==> config.mk <==
export PLATFORM = sky130hd
export DESIGN_NAME = grid_node_walk_address_generator
export DESIGN_NICKNAME = d
export VERILOG_FILES = /design/src/design/gnw_pkg.sv /design/src/design/grid_node_walk_address_generator.sv
export SDC_FILE = /design/constraint.sdc
export NUM_CORES = 1
export LEC_CHECK = 0
export BUFFER_PORTS_ARGS = -buffer_cell sky130_fd_sc_hd__buf_2
export CAP_MARGIN = 25
export CORE_MARGIN = 4
export CORE_UTILIZATION = 55
export CTS_CLUSTER_SIZE = 40
export DETAILED_ROUTE_END_ITERATION = 16
export PLACE_DENSITY_LB_ADDON = 0.3
export RECOVER_POWER = 50
export SYNTH_ARGS = -nofsm -noshare
export SYNTH_HDL_FRONTEND = slang
export SYNTH_SLANG_ARGS = --single-unit
export TNS_END_PERCENT = 1
==> constraint.sdc <==
create_clock -name clock -period 8.35 [get_ports clock]
set_input_delay 0.4175 -clock clock [delete_from_list [all_inputs] [get_ports clock]]
set_output_delay 0.4175 -clock clock [all_outputs]
set_load 0.02 [all_outputs]
==> src/design/gnw_pkg.sv <==
// ----------------------------------------------------------------------------
// gnw_pkg
// Shared constants for the grid node walk address generator.
// ----------------------------------------------------------------------------
package gnw_pkg;

   localparam int MAX_TICKS = 1024;

   localparam int TICK_W   = 11;
   localparam int COORD_W  = 12;
   localparam int ORDER_W  = 22;
   localparam int IDX_W    = 3;

   localparam int REQ_DATA_W = 8;
   localparam int REQ_USER_W = 2;
   localparam int RSP_DATA_W = 48;
   localparam int RSP_USER_W = 1;

   localparam logic [IDX_W-1:0] REG_TICKS_X   = 3'd0;
   localparam logic [IDX_W-1:0] REG_TICKS_Y   = 3'd1;
   localparam logic [IDX_W-1:0] REG_CORE_X    = 3'd2;
   localparam logic [IDX_W-1:0] REG_CORE_Y    = 3'd3;
   localparam logic [IDX_W-1:0] REG_WALK_MODE = 3'd4;

   localparam logic [1:0] CMD_RESTART = 2'd0;
   localparam logic [1:0] CMD_ADVANCE = 2'd1;
   localparam logic [1:0] CMD_QUERY   = 2'd2;
   localparam logic [1:0] CMD_NOP     = 2'd3;

   localparam logic [3:0] NB_CENTRE = 4'd0;
   localparam logic [3:0] NB_PX     = 4'd1;
   localparam logic [3:0] NB_PX_MY  = 4'd2;
   localparam logic [3:0] NB_MY     = 4'd3;
   localparam logic [3:0] NB_MX_MY  = 4'd4;
   localparam logic [3:0] NB_MX     = 4'd5;
   localparam logic [3:0] NB_MX_PY  = 4'd6;
   localparam logic [3:0] NB_PY     = 4'd7;
   localparam logic [3:0] NB_PX_PY  = 4'd8;

   localparam logic [TICK_W-1:0] TICKS_RESET = 11'd16;

endpackage

==> src/design/grid_node_walk_address_generator.sv <==
// ----------------------------------------------------------------------------
// grid_node_walk_address_generator
// Two-dimensional stencil node walker: restart, raster or perimeter advance,
// and nine-point neighbour query, one node position per word.
// ----------------------------------------------------------------------------
// One request word is taken per clock while the response side is not stalled. Its
// response is presented after the word has passed three registers (input register,
// state update stage, order multiply stage). The sustained rate is one word
// per cycle while rsp_tready holds, with the current node register updated as each word passes.
// Each stage holds its word only while the stage ahead is full and stalled.
// The user must write registers through the csr port only while the block is
// idle; the block itself does not enforce it. There is no clearing pass after reset.
module grid_node_walk_address_generator (
   input  logic                                clock,
   input  logic                                reset,
   input  logic                                req_tvalid,
   output logic                                req_tready,
   input  logic [gnw_pkg::REQ_DATA_W-1:0]      req_tdata,  // [3:0] neighbour_pos
   input  logic [gnw_pkg::REQ_USER_W-1:0]      req_tuser,  // [1:0] command
   output logic                                rsp_tvalid,
   input  logic                                rsp_tready,
   output logic [gnw_pkg::RSP_DATA_W-1:0]      rsp_tdata,  // [11:0] x_tick, [23:12] y_tick,
                                                           // [45:24] order
   output logic [gnw_pkg::RSP_USER_W-1:0]      rsp_tuser,  // [0] done_res
   input  logic                                csr_we,
   input  logic [gnw_pkg::IDX_W-1:0]           csr_index,
   input  logic [gnw_pkg::TICK_W-1:0]          csr_wdata
);
   import gnw_pkg::*;

   // configuration
   logic [TICK_W-1:0] ticks_x_ff, ticks_y_ff;
   logic              core_x_ff, core_y_ff, walk_mode_ff;

   // walk state
   logic [TICK_W-1:0] cur_x_ff, cur_y_ff, cur_x_in, cur_y_in;

   // stage 1: input register
   logic              v1_ff;
   logic [1:0]        cmd1_ff;
   logic [3:0]        pos1_ff;

   // stage 2: node and order operands
   logic                      v2_ff;
   logic signed [COORD_W:0]   x2_ff, x2_in;
   logic signed [COORD_W:0]   yrel2_ff, yrel2_in;
   logic signed [COORD_W:0]   y2_ff, y2_in;
   logic [TICK_W-1:0]         span2_ff;
   logic                      base2_ff, done2_ff, done2_in;

   // stage 3: result register
   logic                      v3_ff;
   logic [COORD_W-1:0]        x3_ff, y3_ff;
   logic [ORDER_W-1:0]        order3_ff, order3_in;
   logic                      done3_ff;

   logic ready1, ready2, ready3, move1, move2, move3;

   logic [TICK_W-1:0] eff_x, eff_y, last_x, last_y, span_x;
   logic [TICK_W-1:0] fx, fy;
   logic              done_cur;
   logic [1:0]        dx, dy;

   assign ready3 = !v3_ff || rsp_tready;
   assign ready2 = !v2_ff || ready3;
   assign ready1 = !v1_ff || ready2;
   assign move1  = req_tvalid && ready1;
   assign move2  = v1_ff && ready2;
   assign move3  = v2_ff && ready3;
   assign req_tready = ready1;

   function automatic logic [TICK_W-1:0] eff_ticks(input logic [TICK_W-1:0] t);
      logic [TICK_W-1:0] r;
      if (t < TICK_W'(3)) begin
         r = TICK_W'(3);
      end else if (32'(t) > MAX_TICKS) begin
         r = TICK_W'(MAX_TICKS);
      end else begin
         r = t;
      end
      return r;
   endfunction

   assign eff_x  = eff_ticks(ticks_x_ff);
   assign eff_y  = eff_ticks(ticks_y_ff);
   assign last_x = core_x_ff ? eff_x - TICK_W'(2) : eff_x - TICK_W'(1);
   assign last_y = core_y_ff ? eff_y - TICK_W'(2) : eff_y - TICK_W'(1);
   assign span_x = core_x_ff ? eff_x - TICK_W'(2) : eff_x;
   assign fx     = TICK_W'(core_x_ff);
   assign fy     = TICK_W'(core_y_ff);
   assign done_cur = (cur_x_ff > last_x) && (cur_y_ff > last_y);

   always_comb begin
      logic [TICK_W:0] rx, ry;
      rx = '0;
      ry = '0;
      cur_x_in = cur_x_ff;
      cur_y_in = cur_y_ff;
      unique case (cmd1_ff)
         CMD_RESTART: begin
            cur_x_in = fx;
            cur_y_in = fy;
         end
         CMD_ADVANCE: begin
            if (!done_cur && !walk_mode_ff) begin
               rx = {1'b0, cur_x_ff} + (TICK_W+1)'(1);
               ry = {1'b0, cur_y_ff};
               if (rx > {1'b0, last_x}) begin
                  ry = ry + (TICK_W+1)'(1);
                  if (ry <= {1'b0, last_y}) begin
                     rx = {1'b0, fx};
                  end
               end
               cur_x_in = rx[TICK_W-1:0];
               cur_y_in = ry[TICK_W-1:0];
            end else if (!done_cur) begin
               if (cur_y_ff == fy) begin
                  if (cur_x_ff < last_x) begin
                     cur_x_in = cur_x_ff + TICK_W'(1);
                  end else begin
                     cur_y_in = cur_y_ff + TICK_W'(1);
                     cur_x_in = fx;
                  end
               end else if (cur_y_ff > fy && cur_y_ff < last_y) begin
                  if (cur_x_ff == fx) begin
                     cur_x_in = last_x;
                  end else begin
                     cur_y_in = cur_y_ff + TICK_W'(1);
                     cur_x_in = fx;
                  end
               end else if (cur_y_ff == last_y) begin
                  if (cur_x_ff < last_x) begin
                     cur_x_in = cur_x_ff + TICK_W'(1);
                  end else begin
                     cur_x_in = last_x + TICK_W'(1);
                     cur_y_in = last_y + TICK_W'(1);
                  end
               end
            end
         end
         CMD_QUERY, CMD_NOP: begin
         end
      endcase
   end

   always_comb begin
      dx = 2'b00;
      dy = 2'b00;
      if (cmd1_ff == CMD_QUERY) begin
         unique case (pos1_ff)
            NB_PX:    begin dx = 2'b01; dy = 2'b00; end
            NB_PX_MY: begin dx = 2'b01; dy = 2'b11; end
            NB_MY:    begin dx = 2'b00; dy = 2'b11; end
            NB_MX_MY: begin dx = 2'b11; dy = 2'b11; end
            NB_MX:    begin dx = 2'b11; dy = 2'b00; end
            NB_MX_PY: begin dx = 2'b11; dy = 2'b01; end
            NB_PY:    begin dx = 2'b00; dy = 2'b01; end
            NB_PX_PY: begin dx = 2'b01; dy = 2'b01; end
            default:  begin dx = 2'b00; dy = 2'b00; end
         endcase
      end
   end

   assign x2_in    = $signed({2'b00, cur_x_in}) + $signed({{(COORD_W-1){dx[1]}}, dx});
   assign y2_in    = $signed({2'b00, cur_y_in}) + $signed({{(COORD_W-1){dy[1]}}, dy});
   assign yrel2_in = y2_in - $signed({2'b00, fy});
   assign done2_in = (cur_x_in > last_x) && (cur_y_in > last_y);

   always_comb begin
      logic signed [2*COORD_W:0] prod, sum;
      prod = yrel2_ff * $signed({1'b0, span2_ff});
      sum  = prod + (2*COORD_W+1)'(x2_ff) + (2*COORD_W+1)'({1'b0, base2_ff});
      order3_in = sum[ORDER_W-1:0];
   end

   always_ff @(posedge clock) begin
      if (reset) begin
         ticks_x_ff   <= TICKS_RESET;
         ticks_y_ff   <= TICKS_RESET;
         core_x_ff    <= 1'b1;
         core_y_ff    <= 1'b1;
         walk_mode_ff <= 1'b0;
      end else if (csr_we) begin
         unique case (csr_index)
            REG_TICKS_X:   ticks_x_ff   <= csr_wdata;
            REG_TICKS_Y:   ticks_y_ff   <= csr_wdata;
            REG_CORE_X:    core_x_ff    <= csr_wdata[0];
            REG_CORE_Y:    core_y_ff    <= csr_wdata[0];
            REG_WALK_MODE: walk_mode_ff <= csr_wdata[0];
            default: begin
            end
         endcase
      end
   end

   always_ff @(posedge clock) begin
      if (reset) begin
         cur_x_ff <= '0;
         cur_y_ff <= '0;
         v1_ff    <= 1'b0;
         v2_ff    <= 1'b0;
         v3_ff    <= 1'b0;
      end else begin
         if (ready1) begin
            v1_ff <= req_tvalid;
         end
         if (ready2) begin
            v2_ff <= v1_ff;
         end
         if (ready3) begin
            v3_ff <= v2_ff;
         end
         if (move2) begin
            cur_x_ff <= cur_x_in;
            cur_y_ff <= cur_y_in;
         end
      end
   end

   always_ff @(posedge clock) begin
      if (move1) begin
         cmd1_ff <= req_tuser[1:0];
         pos1_ff <= req_tdata[3:0];
      end
      if (move2) begin
         x2_ff    <= x2_in;
         y2_ff    <= y2_in;
         yrel2_ff <= yrel2_in;
         span2_ff <= span_x;
         base2_ff <= !core_x_ff;
         done2_ff <= done2_in;
      end
      if (move3) begin
         x3_ff     <= x2_ff[COORD_W-1:0];
         y3_ff     <= y2_ff[COORD_W-1:0];
         order3_ff <= order3_in;
         done3_ff  <= done2_ff;
      end
   end

   assign rsp_tvalid = v3_ff;
   assign rsp_tdata  = {(RSP_DATA_W-2*COORD_W-ORDER_W)'(0), order3_ff, y3_ff, x3_ff};
   assign rsp_tuser  = done3_ff;

   // node moves only when a word passes the update stage
   a_state_hold: assert property (@(posedge clock) disable iff (reset)
      !move2 |=> $stable(cur_x_ff) && $stable(cur_y_ff))
      else $error("walk state changed without a word");

   // restart lands on the first node
   a_restart: assert property (@(posedge clock) disable iff (reset)
      move2 && cmd1_ff == CMD_RESTART |=>
         cur_x_ff == $past(fx) && cur_y_ff == $past(fy))
      else $error("restart did not reach first node");

   // advance past the end leaves the node in place
   a_done_hold: assert property (@(posedge clock) disable iff (reset)
      move2 && cmd1_ff == CMD_ADVANCE && done_cur |=>
         $stable(cur_x_ff) && $stable(cur_y_ff))
      else $error("advance moved a finished walk");

   // an empty input stage always takes a word
   a_ready: assert property (@(posedge clock) disable iff (reset)
      !v1_ff |-> req_tready)
      else $error("empty input stage refused a word");

endmodule
# Yosys cells after proc, flatten, opt, wreduce, memory -nomap -nowiden
# Memories as Yosys holds them, arrays and structs flattened. A register that Yosys moved wholly into a read port is not among the register bits.
# Index checks and enable logic that the tools add are counted.
dict set report word_totals {
  romBits 64
  regBits 154
  n_memories 1
  word_cells 115
}
dict set report op_classes {
  n_mul 1
  muxes 31
  reduce_logical 23
  n_addsub 15
  n_lt_le_gt_ge 13
  n_eq_ne 9
}
# name words width read_ports rd_ports_with_merged_regs write_ports line_no
set mem_list {}
lappend mem_list {{(no name shown)} 16 4 1 1 0 grid_node_walk_address_generator.sv:150} ;# unique case (pos1_ff)
# op n
set op_table {}
lappend op_table {{two-way mux 11 bit} 26}
lappend op_table {{adder 11 x 1 -> 11 bit (second input constant)} 4}
lappend op_table {{greater-than comparator 11 bit} 4}
lappend op_table {{one-hot mux 11 bit (2 select lines)} 2}
lappend op_table {{adder 12 x 2 -> 13 bit} 2}
lappend op_table {{adder 11 x 1 -> 12 bit (second input constant)} 2}
lappend op_table {{adder 22 x 1 -> 22 bit} 1}
lappend op_table {{adder 22 bit} 1}
lappend op_table {{equality test 11 x 1 -> 1 bit} 2}
lappend op_table {{greater-than comparator 11 bit (second input constant)} 2}
lappend op_table {{< comparator 11 bit} 2}
lappend op_table {{< comparator 11 x 2 -> 1 bit (second input constant)} 2}
lappend op_table {{multiplier 13 x 12 -> 22 bit} 1}
lappend op_table {{subtractor 11 x 1 -> 11 bit (second input constant)} 2}
lappend op_table {{subtractor 11 x 2 -> 11 bit (second input constant)} 2}
lappend op_table {{subtractor 13 x 2 -> 13 bit} 1}
lappend op_table {{greater-than comparator 12 x 11 -> 1 bit} 1}
lappend op_table {{<= comparator 12 x 11 -> 1 bit} 1}
lappend op_table {{equality test 11 bit} 1}
lappend op_table {{greater-than comparator 11 x 1 -> 1 bit} 1}
lappend op_table {{AND reduction 2 bit} 5}
lappend op_table {{logical AND 1 bit} 7}
lappend op_table {{equality test 3 x 2 -> 1 bit (second input constant)} 2}
lappend op_table {{logical NOT 1 bit} 6}
lappend op_table {{9 further kinds} 12}

# Longest topological paths before layout
# Gate-level depths: netlist of the first run.
dict set report logic_depth {
  ltp_word 15
  ltp_mapped 40
  ltp_nobuf 37
}

# Worst setup path before layout of the first run
# OpenSTA, ideal clock, no wires.
dict set report synth_timing {
  kind {reg-to-reg}
  from {register ticks_x_ff[6]}
  to {register yrel2_ff[12], data pin}
  setup_ns 0.263
  stages_incl_launch_ff 40
  slack_ns 0.237
  t_arrival_ns 7.850
  path_cell_list {dfxtp_1 buf_6 nor4_4 a31o_2 and2_1 inv_1 ha_1 or2_2 nand3b_1 a21oi_1 a211o_1 inv_1 ha_1 a21o_1 and3_1 o211ai_1 nand3_1 a31o_2 [... 4 more ...] o211ai_1 o2111ai_1 o22a_1 mux2i_1 inv_1 ha_1 fa_1 a21o_1 a21oi_1 o21bai_1 a21oi_1 o21bai_1 a21oi_1 xnor2_1 or4_1 nor4_1 mux2i_1 xor2_1}
}
dict set report synth_via {
  elab_chain_len 15
  elab_cells_between_ends 24
  classes_between {add/sub: 4; order compare: 5; mux: 12; reduce/logical: 3}
}
# item line_no
set synth_rtl {}
lappend synth_rtl {{from (decl)} grid_node_walk_address_generator.sv:32} ;# logic [TICK_W-1:0] ticks_x_ff, ticks_y_ff;
lappend synth_rtl {{from (signal assigned)} grid_node_walk_address_generator.sv:185} ;# REG_TICKS_X: ticks_x_ff <= csr_wdata;
lappend synth_rtl {{greater-than comparator 11 bit} grid_node_walk_address_generator.sv:76} ;# end else if (32'(t) > MAX_TICKS) begin
lappend synth_rtl {{two-way mux 11 bit} grid_node_walk_address_generator.sv:76}
lappend synth_rtl {{two-way mux 11 bit *} grid_node_walk_address_generator.sv:74} ;# if (t < TICK_W'(3)) begin
lappend synth_rtl {{subtractor 11 x 1 -> 11 bit or subtractor 11 x 2 -> 11 bit (tied branches)} grid_node_walk_address_generator.sv:86} ;# assign last_x = core_x_ff ? eff_x - TICK_W'(2) : eff_x - TICK_W'(1);
lappend synth_rtl {{two-way mux 11 bit *} grid_node_walk_address_generator.sv:86}
lappend synth_rtl {{< comparator 11 bit} {grid_node_walk_address_generator.sv:118, grid_node_walk_address_generator.sv:132}}
lappend synth_rtl {{two-way mux 11 bit} grid_node_walk_address_generator.sv:132} ;# if (cur_x_ff < last_x) begin
lappend synth_rtl {{two-way mux 11 bit} grid_node_walk_address_generator.sv:131} ;# end else if (cur_y_ff == last_y) begin
lappend synth_rtl {{[... 2 more ...]} --}
lappend synth_rtl {{two-way mux 11 bit} grid_node_walk_address_generator.sv:116} ;# end else if (!done_cur) begin
lappend synth_rtl {{two-way mux 11 bit *} grid_node_walk_address_generator.sv:105} ;# if (!done_cur && !walk_mode_ff) begin
lappend synth_rtl {{one-hot mux 11 bit (2 select lines) *} grid_node_walk_address_generator.sv:99} ;# unique case (cmd1_ff)
lappend synth_rtl {{named net cur_y_in[0]} grid_node_walk_address_generator.sv:36} ;# logic [TICK_W-1:0] cur_x_ff, cur_y_ff, cur_x_in, cur_y_in;
lappend synth_rtl {{adder 12 x 2 -> 13 bit *} grid_node_walk_address_generator.sv:165} ;# assign y2_in = $signed({2'b00, cur_y_in}) + $signed({{(COORD_W-1){dy[1]}}, dy});
lappend synth_rtl {{named net y2_in[8]} grid_node_walk_address_generator.sv:47} ;# logic signed [COORD_W:0] y2_ff, y2_in;
lappend synth_rtl {{subtractor 13 x 2 -> 13 bit *} grid_node_walk_address_generator.sv:166} ;# assign yrel2_in = y2_in - $signed({2'b00, fy});
lappend synth_rtl {{named net yrel2_in[12]} grid_node_walk_address_generator.sv:46} ;# logic signed [COORD_W:0] yrel2_ff, yrel2_in;
lappend synth_rtl {{to (signal assigned)} grid_node_walk_address_generator.sv:228} ;# yrel2_ff <= yrel2_in;
lappend synth_rtl {{to (decl)} grid_node_walk_address_generator.sv:46}
# The timed path passes the listed nets; every way through them passes the cells marked *.
# A chain may end at the register's enable or synchronous reset.

# Final worst setup path of the first run
dict set report layout_timing {
  from {register ticks_x_ff[8]}
  to {register yrel2_ff[12], data pin}
}
# Same word-level chain as after synthesis.

==> impl_metrics.tcl, run 1 <==
set metrics [dict create \
    dp_slack_ns 0.1500 \
    start_kind "register" \
    synthCells 1891 \
    grt_pass1_wl_um 75820 \
    finClkSkew_ns 0.01180 \
    whs_ns 0.1402 \
    gp_congestion 0.9746 \
    htreeDepth 4 \
    netlist_area_um2 16940 \
    cts_tree "done" \
    hold_class "in2reg" \
    numCtsBuffers 17 \
    routed_via_density 6.008 \
    drc 0 \
    cap_violations 2 \
    grt_overflow_total 0 \
    fillers 2554 \
    final-max-slew-violation-count 92 \
    antenna_found_initial 0 \
    power_mw 5.883 \
    critPathMostFrequentCell "a21o_1" \
    hold_viol_final 0 \
    setup_ws_ns 0.4518 \
    crit_fanout 10 \
    yosysSeqAreaShare 0.2482 \
    critPathMaxStageDelay_ns 0.55 \
    finalSetupViolations 0 \
    die_h_um 183.5 \
    area_delta_synth_final_pct 9.831 \
    rsz0062_at_grt "no" \
    leakagePower_nw 8.164 \
    ys_async_sr_fraction 0 \
    holdBufCountCts 0 \
    grt_max_degree 64 \
    relSlewSlack -0.7719 \
    clockRootBuffer "clkbuf_16" \
    io_pins 80 \
    avgSynthCellArea_um2 8.958 \
    final_nets 2276 \
    drt_pass1_iterations 5 \
    path_class "reg2reg" \
    grt_pass1_vias 14550 \
    path_clk_slew_ns 0.06 \
    final_cells 2359 \
    diodes 0 \
    fin_tns_setup_ns 0 \
    clk_path_buf_depth 2 \
    drt-total-wl_um 46780 \
    required_ns 8.55 \
    start_util 0.5641 \
    synth_edf_count 104 \
    worst_path_max_delay_cell "or4_1" \
    power.density_nw_per_um2 316.2 \
    ys_ff_latch 158 \
    vdd_drop_max_mv 0.3456 \
    drt-initial-drc-count 1213 \
    ys.flop_type "edfxtp_1" \
    die-area_um2 33670 \
    coreArea_um2 30030 \
    endpoint_kind "register" \
    fmax_mhz 126.6 \
    insertion_delay_ns 0.45 \
    dp_hpwl_um 36270 \
    ant_nets 0 \
    routedWlPerCell_um 19.83 \
    dp.cells 2324 \
    numPortBuffers 73 \
    yosysWarnings 0 \
    die_w_um 183.5 \
    track_usage 0.2831 \
    ys_types 94 \
    drive_above_1_share 0.09243 \
    worst_slew_pin_slew_ns 2.658 \
    violations "capacitance limit, slew limit" \
    period_minus_slack_ns 7.898 \
    cp.arrival_ns 8.09 \
    rows 63 \
    run_status "finished, violations left" \
    min_period_over_period 0.9459 \
    cts_sinks 158 \
    vias 14170 \
]
-- synthesized netlist by cell type (all sizes together), types with 12 or more instances --
library cell  number  area [um^2]
nand2b            17        106.4
buf               12        71.31
nor2b             26        162.7
o21bai            18        135.1
o211ai            12        90.09
clkbuf            86        324.1
nand4             16        100.1
and2              77        481.7
a21o              24        180.2
o21ai             71        366.6
o21a              16        120.1
ha               154         1927
nor4              12        90.09
a31oi             24        150.1
xnor2             86        753.2
nand2            195        734.5
inv              221        829.5
and3              15        93.84
a21oi            118        594.3
nand3             38        190.2
edfxtp           104         3123
xor2              25        219.0
nor3              36        190.2
nor2             105        396.6
fa               137         2743
a211oi            13        115.1
dfxtp             54         1081
mux2i             16        160.2
o31ai             15        126.4
-- per-stage QoR --
step	util	instance area, um^2
6_report	0.6195	18610
5_1_grt	0.6195	18610
3_5_place_dp	0.5964	17910
2_1_floorplan	-	16940
4_1_cts	0.6175	18550
3_3_place_gp	0.5964	17910
-- timing repair --
item                                    in CTS  in global routing
endpoints found under the setup margin       0                  8
gates resized for setup                      0                 24
setup buffers                                0                  3
-- routing by layer --
layer | vias up | share of wire | global-route usage
met5 | - | 0 | 0
met4 | 0 | 0.033 | 0.1013
met3 | 116 | 0.056 | 0.03522
met2 | 481 | 0.49 | 0.4971
met1 | 6940 | 0.42 | 0.3604
li1 | 6636 | - | -
-- where the power goes --
| part | switching (mW) | internal (mW) |
|---|---|---|
| Sequential | 0.0726 | 1.14 |
| Combinational | 2.13 | 1.70 |
| Clock | 0.344 | 0.493 |
| Total | 2.55 | 3.33 |
-- layout make-up --
type | instances | area (um^2) | share of cell area
well taps | 390 | 488.0 | 0.02623
repair buffers | 143 | 818.3 | 0.04398
inverters | 222 | 833.3 | 0.04479
clock buffers | 23 | 543.0 | 0.02919
clock inverters | 9 | 91.34 | 0.004909
flip-flops and latches | 158 | 4204 | 0.2260
multi-input cells | 1414 | 11630 | 0.6250
-- flip-flops by register name, summed over array words and instances, names as in the netlist, named ones only --
| register | cells |
|---|---|
| base2_ff | 1 |
| cmd1_ff | 2 |
| core_x_ff | 1 |
| core_y_ff | 1 |
| cur_x_ff | 11 |
| cur_y_ff | 11 |
| done2_ff | 1 |
| order3_ff | 22 |
| pos1_ff | 4 |
| rsp_tuser | 1 |
| rsp_tvalid | 1 |
| span2_ff | 11 |
| ticks_x_ff | 11 |
| ticks_y_ff | 11 |
| v1_ff | 1 |
| v2_ff | 1 |
| walk_mode_ff | 1 |
| x2_ff | 13 |
| x3_ff | 12 |
| y2_ff | 12 |
| y3_ff | 12 |
| yrel2_ff | 13 |
-- logic make-up after synthesis --
logic type,after synthesis,share of synthesized area
AO/OA/AOI/OAI,409,0.1631
XOR/XNOR,112,0.05872
adder cells (fa/ha/maj),291,0.2756
buffers and inverters,320,0.07253
flip-flops,158,0.2482
multiplexers,20,0.01211
other,1,0.0002214
AND/OR/NAND/NOR,580,0.1695
-- placed cells by master (no fill, tap or decap), types with 68 or more instances in the layout --
cell type  instances
nand2_1          194
xnor2_1           86
buf_4             68
edfxtp_1         104
fa_1             137
and2_1            77
ha_1             154
o21ai_0           68
a21oi_1          113
inv_1            219
nor2_1           102
-- final timing paths --
check,startpoint,endpoint,slack (ns),cells past startpoint
worst min-delay path,req_tuser[1],cmd1_ff[1]$_DFFE_PP_,0.14,1
worst max-delay path,ticks_x_ff[8]$_SDFFE_PP0P_,yrel2_ff[12]$_DFFE_PP_,0.45,37
worst min register to register,y2_ff[7]$_DFFE_PP_,y3_ff[7]$_DFFE_PP_,0.42,0
worst max register to register,ticks_x_ff[8]$_SDFFE_PP0P_,yrel2_ff[12]$_DFFE_PP_,0.45,37
-- critical path, delay by kind of cell, from the launching register on --
| kind | cells | cell delay (ns) |
|---|---|---|
| AO/OA/AOI/OAI | 17 | 3.24 |
| XOR/XNOR | 2 | 0.19 |
| adder cells (fa/ha/maj) | 3 | 0.74 |
| buffers and inverters | 4 | 0.64 |
| flip-flops | 1 | 0.34 |
| multiplexers | 1 | 0.26 |
| AND/OR/NAND/NOR | 10 | 2.23 |
No activity file was read; power rests on OpenSTA's default activity.
==> inputs of run 2 (changes only) <==
Settings changed: BUFFER_PORTS_ARGS -buffer_cell sky130_fd_sc_hd__buf_2 to -buffer_cell sky130_fd_sc_hd__buf_4, CORE_UTILIZATION 55 to 35.
==> impl_metrics.tcl, run 2 (same netlist as run 1, synthesis figures left out) <==
set metrics [dict create \
    finClkSkew_ns 0.01428 \
    clk_path_buf_depth 2 \
    dp_hpwl_um 37980 \
    antenna_found_initial 0 \
    track_usage 0.1854 \
    path_clk_slew_ns 0.08 \
    path_delay_family "compound AO/OA/AOI/OAI gates" \
    whs_ns 0.1260 \
    io_pins 80 \
    holdBufCountCts 0 \
    htreeDepth 4 \
    numCtsBuffers 17 \
    grt_pass1_wl_um 77070 \
    wl_met2_um 23310 \
    clockRootBuffer "clkbuf_16" \
    fin_tns_setup_ns 0 \
    hold_viol_final 0 \
    critPathMaxStageDelay_ns 0.56 \
    numPortBuffers 73 \
    ant_nets 0 \
    fmax_mhz 126.2 \
    drt-initial-drc-count 947 \
    final-max-slew-violation-count 92 \
    gp_congestion 0.9530 \
    drc 0 \
    cap_violations 2 \
    rows 80 \
    largest_register_ffs 22 \
    min_period_over_period 0.9487 \
    finalSetupViolations 0 \
    insertion_delay_ns 0.49 \
    postLayoutCoreUtil 0.3977 \
    required_ns 8.58 \
    vdd_drop_max_mv 0.2321 \
    dp_slack_ns 0.02301 \
    grt_overflow_total 0 \
    wl_met3_um 2020 \
    relSlewSlack -0.8579 \
    layout.area.seq_um2 4208 \
    grt_max_degree 64 \
    routed_via_density 5.351 \
    topRoutingLayerUsed "met4" \
    final_nets 2283 \
    diodes 0 \
    routedWlPerCell_um 18.61 \
    run_status "finished, violations left" \
    grt_pass1_vias 14060 \
    fillers 4716 \
    worst_path_max_delay_cell "or4_1" \
    drt_pass1_iterations 5 \
    cts_tree "done" \
    start_kind "register" \
    mostFrequentLayoutCells "inv_1 (218), nand2_1 (194), ha_1 (153), fa_1 (137), a21oi_1 (112)" \
    drive_above_1_share 0.09919 \
    cts_sinks 158 \
    final_common_cell "inv_1" \
    power.density_nw_per_um2 303.9 \
    placed_area_um2 18410 \
    period_minus_slack_ns 7.921 \
    cp.arrival_ns 8.15 \
    vias 13860 \
    die_w_um 228 \
    start_util 0.3548 \
    violations "capacitance limit, slew limit" \
    multiInputGateArea_um2 11640 \
    setup_ws_ns 0.4287 \
    hold_class "in2reg" \
    crit_fanout 8 \
    wl_met1_um 21560 \
    die_h_um 228 \
    endpoint_kind "register" \
    top_register "order3_ff" \
    worst_slew_pin_slew_ns 2.787 \
    drt-total-wl_um 48230 \
    die-area_um2 51980 \
    path_class "reg2reg" \
    design_area_um2 18990 \
    reg_top3 "order3_ff: 22 flops, x2_ff: 13 flops, yrel2_ff: 13 flops" \
    leakagePower_nw 8.193 \
    area_delta_synth_final_pct 12.08 \
    cp_num_buf_inv 6 \
    coreArea_um2 47750 \
]
-- run 2: final timing paths --
kind                              start                     end  slack (ns)  cells after the start
max reg2reg  ticks_x_ff[8]$_SDFFE_PP0P_  yrel2_ff[12]$_DFFE_PP_        0.43                     37
min reg2reg          y2_ff[4]$_DFFE_PP_      y3_ff[4]$_DFFE_PP_        0.42                      0
max          ticks_x_ff[8]$_SDFFE_PP0P_  yrel2_ff[12]$_DFFE_PP_        0.43                     37
min                        req_tuser[0]    cmd1_ff[0]$_DFFE_PP_        0.13                      1
-- run 2: repair_timing --
item | in CTS | in global routing
setup endpoints to repair | 1 | 10
pin swaps | 0 | 10
gates resized for setup | 1 | 32
buffers inserted | 0 | 6
-- run 2: metal layers --
metal	GRT usage	up-vias
met5	0	-
met4	0.06946	0
met3	0.02745	71
met2	0.3174	369
met1	0.2380	6771
li1	-	6653
-- run 2: stage by stage --
stage	total power, mW	instances
after detailed placement	5.021	2553
after global routing	6.379	2591
after floorplan	4.184	1892
final	5.770	2591
after global placement	4.905	2553
after CTS	5.871	2585
-- run 2: layout make-up --
cell class	instances	area share
inverter	222	0.04402
multi-input combinational	1414	0.6130
clock inverter	15	0.01015
sequential	158	0.2216
clock buffer	17	0.02241
tap	615	0.04053
timing repair buffer	150	0.04824
-- run 2: where the power goes --
group	switching (mW)	internal, mW	leakage (nW)	total, mW
Clock	0.412	0.406	0.295	0.817
Sequential	0.0711	1.14	1.42	1.21
Combinational	2.04	1.70	6.48	3.74
Total	2.53	3.24	8.19	5.77
